$ cat src/hdl/lfg_pkg.sv
// ----------------------------------------------------------------------------
// lfg_pkg
// Shared constants, types and the log2 fraction table for the log-frequency
// gain interpolator.
// ----------------------------------------------------------------------------
package lfg_pkg;

	localparam int MAX_POINTS = 64;
	localparam int ADDR_W     = $clog2(MAX_POINTS);
	localparam int CNT_W      = $clog2(MAX_POINTS + 1);
	localparam int FREQ_W     = 32;
	localparam int GAIN_W     = 16;
	localparam int LOG_W      = 21;   // Q5.16
	localparam int NUM_W      = 40;   // rounded numerator magnitude
	localparam int CYC_W      = $clog2(NUM_W + 1);

	typedef enum logic [1:0] {
		MODE_CLEAR  = 2'd0,
		MODE_APPEND = 2'd1,
		MODE_QUERY  = 2'd2,
		MODE_NONE   = 2'd3
	} mode_t;

	// one stored calibration point
	typedef struct packed {
		logic [FREQ_W-1:0]        freq;
		logic signed [GAIN_W-1:0] gain;
	} point_t;

	typedef logic [15:0] frac_tab_t [64];

	// log2(1 + k/64) in Q0.16 by repeated squaring, evaluated at elaboration
	function automatic frac_tab_t build_frac_tab();
		frac_tab_t   t;
		logic [63:0] x;
		logic [15:0] r;
		for (int k = 0; k < 64; k++) begin
			x = (64'd1 << 30) + (64'(k) << 24);
			r = '0;
			for (int b = 0; b < 16; b++) begin
				x = (x * x) >> 30;
				r = {r[14:0], 1'b0};
				if (x >= (64'd2 << 30)) begin
					r[0] = 1'b1;
					x    = x >> 1;
				end
			end
			t[k] = r;
		end
		return t;
	endfunction

	localparam frac_tab_t FRAC_TAB = build_frac_tab();

endpackage

$ cat src/hdl/log_freq_gain_interpolator.sv
// Throughput: one transaction at a time; the segment walk reads one point per
// memory cycle and the rounded divide runs in a bit-serial unit.
// Reset: arst_n clears the point count and handshake state; the point memory
// is not cleared and its data is used only below the point count.
// ----------------------------------------------------------------------------
// log_freq_gain_interpolator
// Calibration table of (frequency, gain) points with log-frequency linear
// interpolation of the gain at a query frequency.
// ----------------------------------------------------------------------------
module log_freq_gain_interpolator
	import lfg_pkg::*;
(
	input  logic                     clk,
	input  logic                     arst_n,
	input  logic                     in_valid,
	output logic                     in_ready,
	input  logic [1:0]               mode,
	input  logic [FREQ_W-1:0]        frequency,
	input  logic signed [GAIN_W-1:0] gain_in,
	output logic                     out_valid,
	input  logic                     out_ready,
	output logic signed [GAIN_W-1:0] result_gain,
	output logic [CNT_W-1:0]         point_count,
	output logic                     accepted,
	output logic                     table_ready
);

	typedef enum logic [3:0] {
		S_IDLE, S_FIRST, S_LAST, S_ENDS, S_WALK, S_LQ, S_L0, S_L1,
		S_MUL, S_DIVST, S_DIVW, S_FIN
	} state_t;

	state_t                   state_q;
	logic [CNT_W-1:0]         cnt_q;
	logic [ADDR_W-1:0]        rd_addr_q;
	logic [ADDR_W-1:0]        idx_q;
	logic [FREQ_W-1:0]        freq_q;
	logic [FREQ_W-1:0]        fa_q;
	logic [FREQ_W-1:0]        fb_q;
	logic signed [GAIN_W-1:0] ga_q;
	logic signed [GAIN_W-1:0] gb_q;
	logic signed [GAIN_W-1:0] glast_q;
	logic [LOG_W-1:0]         lq_q;
	logic [LOG_W-1:0]         l0_q;
	logic [LOG_W-1:0]         l1_q;
	logic signed [38:0]       prod_q;
	logic signed [GAIN_W-1:0] res_gain_q;
	logic                     res_acc_q;

	logic                     in_acc;
	logic                     do_write;
	point_t                   wr_point;
	point_t                   rd_point;
	logic [FREQ_W-1:0]        log_in;
	logic [LOG_W-1:0]         log_out;
	logic signed [LOG_W:0]    den_s;
	logic signed [LOG_W:0]    dl_s;
	logic signed [GAIN_W:0]   dg_s;
	logic                     prod_neg;
	logic [38:0]              mag;
	logic [NUM_W-1:0]         div_num;
	logic                     div_start;
	logic                     div_done;
	logic [NUM_W-1:0]         div_quot;
	logic signed [NUM_W+1:0]  q_s;
	logic signed [NUM_W+1:0]  sum_s;
	logic signed [GAIN_W-1:0] sat_gain;

	assign in_ready = (state_q == S_IDLE);
	assign in_acc   = in_valid && in_ready;
	assign do_write = in_acc && (mode == MODE_APPEND) && (frequency != '0)
		&& (cnt_q < CNT_W'(MAX_POINTS));
	assign wr_point = '{freq: frequency, gain: gain_in};

	lfg_point_mem u_mem (
		.clk   (clk),
		.we    (do_write),
		.waddr (cnt_q[ADDR_W-1:0]),
		.wdata (wr_point),
		.raddr (rd_addr_q),
		.rdata (rd_point)
	);

	// shared log2 unit, one operand per state
	always_comb begin
		case (state_q)
			S_L0:    log_in = fa_q;
			S_L1:    log_in = fb_q;
			default: log_in = freq_q;
		endcase
	end

	lfg_log2 u_log (
		.value   (log_in),
		.log_val (log_out)
	);

	// interpolation arithmetic; the product is held through the divide
	assign den_s     = $signed({1'b0, l1_q}) - $signed({1'b0, l0_q});
	assign dl_s      = $signed({1'b0, lq_q}) - $signed({1'b0, l0_q});
	assign dg_s      = 17'(gb_q) - 17'(ga_q);
	assign prod_neg  = prod_q[38];
	assign mag       = prod_neg ? 39'(-prod_q) : 39'(prod_q);
	assign div_num   = NUM_W'(mag) + NUM_W'(den_s[LOG_W-1:1]);
	assign div_start = (state_q == S_DIVST);
	assign q_s       = prod_neg ? -$signed({2'b00, div_quot}) : $signed({2'b00, div_quot});
	assign sum_s     = (NUM_W+2)'(ga_q) + q_s;

	always_comb begin
		if (sum_s > (NUM_W+2)'(32767)) begin
			sat_gain = 16'sh7FFF;
		end else if (sum_s < -(NUM_W+2)'(32768)) begin
			sat_gain = 16'sh8000;
		end else begin
			sat_gain = GAIN_W'(sum_s);
		end
	end

	lfg_divider u_div (
		.clk    (clk),
		.arst_n (arst_n),
		.start  (div_start),
		.num    (div_num),
		.den    (den_s[LOG_W-1:0]),
		.done   (div_done),
		.quot   (div_quot)
	);

	// sequencer with registered outputs
	always_ff @(posedge clk or negedge arst_n) begin
		if (!arst_n) begin
			state_q     <= S_IDLE;
			cnt_q       <= '0;
			out_valid   <= 1'b0;
			rd_addr_q   <= '0;
			idx_q       <= '0;
			res_gain_q  <= '0;
			res_acc_q   <= 1'b0;
			result_gain <= '0;
			point_count <= '0;
			accepted    <= 1'b0;
			table_ready <= 1'b0;
		end else begin
			if (out_valid && out_ready && state_q != S_FIN) begin
				out_valid <= 1'b0;
			end
			unique case (state_q)
				S_IDLE: begin
					if (in_acc) begin
						freq_q     <= frequency;
						res_gain_q <= '0;
						res_acc_q  <= do_write;
						rd_addr_q  <= '0;
						if (mode == MODE_CLEAR) begin
							cnt_q   <= '0;
							state_q <= S_FIN;
						end else if (do_write) begin
							cnt_q   <= cnt_q + 1'b1;
							state_q <= S_FIN;
						end else if (mode == MODE_QUERY && cnt_q >= CNT_W'(2)) begin
							state_q <= S_FIRST;
						end else begin
							state_q <= S_FIN;
						end
					end
				end
				S_FIRST: begin
					rd_addr_q <= ADDR_W'(cnt_q - 1'b1);
					state_q   <= S_LAST;
				end
				S_LAST: begin
					fa_q      <= rd_point.freq;
					ga_q      <= rd_point.gain;
					rd_addr_q <= ADDR_W'(1);
					state_q   <= S_ENDS;
				end
				S_ENDS: begin
					glast_q   <= rd_point.gain;
					rd_addr_q <= ADDR_W'(2);
					idx_q     <= '0;
					if (freq_q <= fa_q) begin
						res_gain_q <= ga_q;
						state_q    <= S_FIN;
					end else if (freq_q >= rd_point.freq) begin
						res_gain_q <= rd_point.gain;
						state_q    <= S_FIN;
					end else begin
						state_q <= S_WALK;
					end
				end
				S_WALK: begin
					if (freq_q >= fa_q && freq_q <= rd_point.freq) begin
						fb_q    <= rd_point.freq;
						gb_q    <= rd_point.gain;
						state_q <= S_LQ;
					end else if (CNT_W'(idx_q) + CNT_W'(2) == cnt_q) begin
						res_gain_q <= glast_q;
						state_q    <= S_FIN;
					end else begin
						fa_q      <= rd_point.freq;
						ga_q      <= rd_point.gain;
						idx_q     <= idx_q + 1'b1;
						rd_addr_q <= rd_addr_q + 1'b1;
					end
				end
				S_LQ: begin
					lq_q    <= log_out;
					state_q <= S_L0;
				end
				S_L0: begin
					l0_q    <= log_out;
					state_q <= S_L1;
				end
				S_L1: begin
					l1_q    <= log_out;
					state_q <= S_MUL;
				end
				S_MUL: begin
					prod_q <= 39'(dl_s) * 39'(dg_s);
					if (den_s <= 0) begin
						res_gain_q <= ga_q;
						state_q    <= S_FIN;
					end else begin
						state_q <= S_DIVST;
					end
				end
				S_DIVST: begin
					state_q <= S_DIVW;
				end
				S_DIVW: begin
					if (div_done) begin
						res_gain_q <= sat_gain;
						state_q    <= S_FIN;
					end
				end
				S_FIN: begin
					if (!out_valid || out_ready) begin
						out_valid   <= 1'b1;
						result_gain <= res_gain_q;
						point_count <= cnt_q;
						accepted    <= res_acc_q;
						table_ready <= (cnt_q >= CNT_W'(2));
						state_q     <= S_IDLE;
					end
				end
				default: state_q <= S_IDLE;
			endcase
		end
	end

endmodule

$ cat src/hdl/lfg_point_mem.sv
// ----------------------------------------------------------------------------
// lfg_point_mem
// Calibration point store: one write port, one read port, registered read.
// ----------------------------------------------------------------------------
module lfg_point_mem
	import lfg_pkg::*;
(
	input  logic              clk,
	input  logic              we,
	input  logic [ADDR_W-1:0] waddr,
	input  point_t            wdata,
	input  logic [ADDR_W-1:0] raddr,
	output point_t            rdata
);

	point_t mem_q [MAX_POINTS];

	always_ff @(posedge clk) begin
		if (we) begin
			mem_q[waddr] <= wdata;
		end
		rdata <= mem_q[raddr];
	end

endmodule

$ cat src/hdl/lfg_log2.sv
// ----------------------------------------------------------------------------
// lfg_log2
// Approximate log2 in Q5.16: leading-one position plus table fraction.
// ----------------------------------------------------------------------------
module lfg_log2
	import lfg_pkg::*;
(
	input  logic [FREQ_W-1:0] value,
	output logic [LOG_W-1:0]  log_val
);

	logic [4:0]        pos;
	logic [FREQ_W-1:0] norm;
	logic [5:0]        k;

	// leading-one search
	always_comb begin
		pos = '0;
		for (int i = 0; i < FREQ_W; i++) begin
			if (value[i]) begin
				pos = 5'(i);
			end
		end
	end

	// six bits below the leading one, zero-filled for small values
	always_comb begin
		if (pos >= 5'd6) begin
			norm = value >> (pos - 5'd6);
		end else begin
			norm = value << (5'd6 - pos);
		end
		k = norm[5:0];
		if (value == '0) begin
			log_val = '0;
		end else begin
			log_val = {pos, FRAC_TAB[k]};
		end
	end

endmodule

$ cat src/hdl/lfg_divider.sv
// ----------------------------------------------------------------------------
// lfg_divider
// Restoring unsigned divider, one quotient bit per cycle.
// ----------------------------------------------------------------------------
module lfg_divider
	import lfg_pkg::*;
(
	input  logic             clk,
	input  logic             arst_n,
	input  logic             start,
	input  logic [NUM_W-1:0] num,
	input  logic [LOG_W-1:0] den,
	output logic             done,
	output logic [NUM_W-1:0] quot
);

	logic [LOG_W-1:0] rem_q;
	logic [LOG_W-1:0] den_q;
	logic [NUM_W-1:0] quo_q;
	logic [CYC_W-1:0] cnt_q;
	logic             busy_q;
	logic             done_q;
	logic [LOG_W:0]   trial;
	logic             fits;

	assign trial = {rem_q, quo_q[NUM_W-1]};
	assign fits  = trial >= {1'b0, den_q};

	// control
	always_ff @(posedge clk or negedge arst_n) begin
		if (!arst_n) begin
			busy_q <= 1'b0;
			done_q <= 1'b0;
			cnt_q  <= '0;
		end else begin
			done_q <= 1'b0;
			if (start) begin
				busy_q <= 1'b1;
				cnt_q  <= CYC_W'(NUM_W);
			end else if (busy_q) begin
				cnt_q <= cnt_q - 1'b1;
				if (cnt_q == CYC_W'(1)) begin
					busy_q <= 1'b0;
					done_q <= 1'b1;
				end
			end
		end
	end

	// datapath
	always_ff @(posedge clk) begin
		if (start) begin
			rem_q <= '0;
			den_q <= den;
			quo_q <= num;
		end else if (busy_q) begin
			rem_q <= fits ? LOG_W'(trial - {1'b0, den_q}) : LOG_W'(trial);
			quo_q <= {quo_q[NUM_W-2:0], fits};
		end
	end

	assign done = done_q;
	assign quot = quo_q;

endmodule

$ cat config.mk
export PLATFORM = sky130hd
export DESIGN_NAME = log_freq_gain_interpolator
export DESIGN_NICKNAME = d
export VERILOG_FILES = /design/src/hdl/lfg_pkg.sv /design/src/hdl/log_freq_gain_interpolator.sv /design/src/hdl/lfg_point_mem.sv /design/src/hdl/lfg_log2.sv /design/src/hdl/lfg_divider.sv
export SDC_FILE = /design/constraint.sdc
export NUM_CORES = 2
export LEC_CHECK = 0
export CAP_MARGIN = 10
export CORE_MARGIN = 5
export CORE_UTILIZATION = 40
export DETAILED_ROUTE_END_ITERATION = 10
export DONT_BUFFER_PORTS = 1
export PLACE_DENSITY = 0.64
export SLEW_MARGIN = 20
export SYNTH_ARGS = -nofsm -noshare
export SYNTH_HDL_FRONTEND = slang
export SYNTH_SLANG_ARGS = --single-unit
$ cat constraint.sdc
create_clock -name clk -period 10.63 [get_ports clk]
set_input_delay 0.5315 -clock clk [delete_from_list [all_inputs] [get_ports clk]]
set_output_delay 0.5315 -clock clk [all_outputs]
set_load 0.01 [all_outputs]
==> out/qor.yml <==
outcome:
  run_status: "finished, final reports clean"
synthesis:
  ys_types: 123
  ys_seq_area_share_pct: 65.4
  synth_nets: 9824
  ys_ff_latch: 3522
  yosysTopAreaCellShare_pct: 63.4
  synth-adder-area-share_pct: 7.19
  yosysMostFrequentCell: "edfxtp_1"
  yosysWarnings: 0
  synth_compound_area_share_pct: 4.10
  yosys.area_share.simple_pct: 4.46
  muxShareOfSynthArea_pct: 14.9
  synth_cells: 9076
  synth_top_family_by_area: "multiplexers"
  synthFlopType: "edfxtp_1"
  synthXorXnorAreaFrac_pct: 1.48
  syn-cell-area_mm2: 0.160
  async_flop_share_pct: 2.10
  synth_edf_count: 3379
  synth_area_leader_cell: "edfxtp_1"
  synthTopCellsByArea: "edfxtp_1 63%, mux4_2 14%, fa_1 4.7%, ha_1 2.5%, inv_1 1.4%"
  avgSynthCellArea_um2: 17.6
  synth_common_cells: "3379 x edfxtp_1, 1009 x mux4_2, 590 x inv_1, 473 x nand2_1, 418 x nor2_1"
route:
  first_pass_iters: 8
  vias: 88407
  drc: 0
  drt-initial-drc-count: 11199
  routed_wl_um: 460000
  via_per_inst: 5.90
  drt.antenna.violating_nets: 0
  post_drt_wl_per_cell_um: 30.7
floorplanning:
  io_pins: 81
  core_mm2: 0.399
  die_w_um: 643
  initial_utilization_pct: 40.1
  rows: 232
  die_area_mm2: 0.413
  die_h_um: 643
flow_run:
  cap_violations: 0
layout:
  drive_gt1_share_pct: 21.0
  layout.nets: 10114
  fin_area_mm2: 0.181
  syn2layout_area_growth_pct: 12.9
pwr:
  ir_drop_mv: 0.149
  powerDensity_mw_per_mm2: 153
  p_total_mw: 27.7
  p_leak_nw: 59.3
critical_path:
  crit_start: "l0_q[1]"
  setup.worst_path.end: "prod_q[38]"
  worstReg2RegEnd: "prod_q[38]"
  cpMaxStageDelayCell: "fa_1"
  r2r_cells: 36
  r2r_start: "l0_q[1]"
  cpMostUsedCell: "fa_1"
  ff2ff_setup_slack_ns: 0.72
  slowest_delay_ns: 0.56
  crit_arrival_ns: 10.55
  critPathMaxFanout: 5
  startpoint_type: "flip-flop"
  end_kind: "flip-flop"
  required_ns: 11.27
  path_class: "reg -> reg"
place:
  placed_cell_area_mm2: 0.168
  port_buffers: 0
  dp_slack_ns: 0.383
  routabilityCongestion: 0.913
  dp_hpwl_um: 271000
sta:
  hold-worst-slack_ns: 0.0712
  max_freq_mhz: 101
  rsz0062_at_grt: "no"
  worst_pin_slew_ns: 1.19
  fin_ws_ns: 0.717
  layout_min_cycle_time_ns: 9.91
  finalSetupTns_ns: 0
  finalSetupViolations: 0
  period_share_pct: 93.3
  final_hold_viol_count: 0
  maxSlewHeadroom_pct: 21.0
  fin_worst_skew_ns: 0.0840
  slew_violations: 0
clocking:
  clockRootBuffer: "clkbuf_16"
  cts-htree-levels: 5
  clock_sinks: 3522
  tritoncts: "yes"
  post_cts_buffers: 0
  clk_latency_ns: 0.98
  cts.clk_slew.worst_paths_ns: 0.06
  clockBufferDepth: 4
  cts_buffers: 357
global_routing:
  grt_remaining_overflow: 0
  track_usage_pct: 21.9
  grt_pass1_vias: 89074
  grt_max_degree: 139
  antenna_found_initial: 40
  grt_pass1_wl_um: 657000
hold_path:
  min_from: "out_ready"
  hold_path.class: "in -> reg"
-- sequential cells by signal, summed over array words and instances (netlist names), 16 cells and up --
name and count:
ga_q 16, freq_q 32, u_mem.rdata 48, lq_q 21
res_gain_q 16, glast_q 16, l1_q 21, u_div.quot 40
l0_q 21, fa_q 32, prod_q 39, u_div.rem_q 21
u_div.den_q 21, result_gain 16, fb_q 32, u_mem.mem_q 3072
gb_q 16
-- report_power, final --
part | switching (mW) | total (mW) | leakage [nW] | internal (mW)
Sequential | 0.0000000000000000196 | 15.2 | 31.9 | 15.2
Combinational | 0.189 | 0.249 | 21.8 | 0.0604
Clock | 5.36 | 12.3 | 5.52 | 6.92
-- per-layer routing --
metal / vias up / GRT usage [%] / wire length [µm]
li1: 36354 / - / -
met1: 46969 / 29.3 / 178000
met2: 4272 / 36.1 / 225000
met3: 808 / 3.84 / 39600
met4: 4 / 7.73 / 17300
met5: - / 0 / 21
-- what timing repair did --
| item | CTS | global route |
|---|---|---|
| hold endpoints to repair | 3187 | 0 |
| gates resized for setup | 0 | 8 |
| hold buffers | 101 | 0 |
| setup endpoints to repair | 0 | 3 |
-- logic make-up (layout without fill, tap and decap cells) --
| family | count (synthesis) | after routing |
|---|---|---|
| buffers and inverters | 1003 | 1584 |
| multiplexers | 1120 | 1120 |
| flip-flops | 3522 | 3522 |
| AND/OR/NAND/NOR | 1502 | 1502 |
| adder cells (fa/ha/maj) | 694 | 694 |
| other | 0 | 54 |
| AO/OA/AOI/OAI | 966 | 966 |
| XOR/XNOR | 269 | 269 |
-- metrics by stage --
stage	util, %	cells
5_1_grt	45.3	14958
3_3_place_gp	42.0	14170
6_report	45.3	14976
3_5_place_dp	42.0	14171
2_1_floorplan	-	9076
4_1_cts	45.3	14922
-- critical path, delay by kind of cell (launching register included) --
family | cells | cell delay [ns]
AO/OA/AOI/OAI | 19 | 4.29
adder cells (fa/ha/maj) | 8 | 3.61
XOR/XNOR | 2 | 0.50
AND/OR/NAND/NOR | 3 | 0.47
flip-flops | 1 | 0.36
buffers and inverters | 4 | 0.35
-- how the worst min path moves through the flow --
stage / depth (start not counted) / endpoint / slack (ns)
3_5_place_dp: 0 / out_valid / 0.26
3_3_place_gp: 0 / out_valid / 0.25
2_1_floorplan: 0 / accepted / 0.24
6_report: 3 / state_q[0] / 0.07
4_1_cts: 4 / state_q[1] / 0.005
5_1_grt: 3 / state_q[0] / 0.06
-- layout make-up --
type / instances / area (µm²)
diodes: 54 / 135
multi-input cells: 4551 / 52100
inverters: 598 / 2250
repair buffers: 336 / 3650
well taps: 5265 / 6590
flip-flops and latches: 3522 / 105000
clock buffers: 444 / 9370
clock inverters: 206 / 1960
fillers: 33509 / 218000
-- placed cells by master, fill, tap and decap left out, types with 32 or more instances in the layout --
master,count
nor2_1,348
nand2_1,472
dfrtp_1,68
o21ai_0,216
xnor2_1,191
clkinv_2,63
nand2b_1,47
o211ai_1,33
nor2_4,68
nand4_1,40
mux2i_1,61
buf_16,33
or3_1,37
or2_2,32
a21oi_1,206
mux4_2,1009
clkbuf_16,359
o21a_1,36
fa_1,378
xor2_1,71
a21o_1,67
inv_1,589
clkinv_1,78
nand3_1,82
and2_1,67
diode_2,54
o31ai_1,45
dfxtp_1,69
mux2_2,48
clkbuf_1,78
dlygate4sd3_1,52
nor2b_1,39
ha_1,316
buf_4,223
edfxtp_1,3379
nor3_1,107
Note: power is estimated with default switching activity, not from simulation.
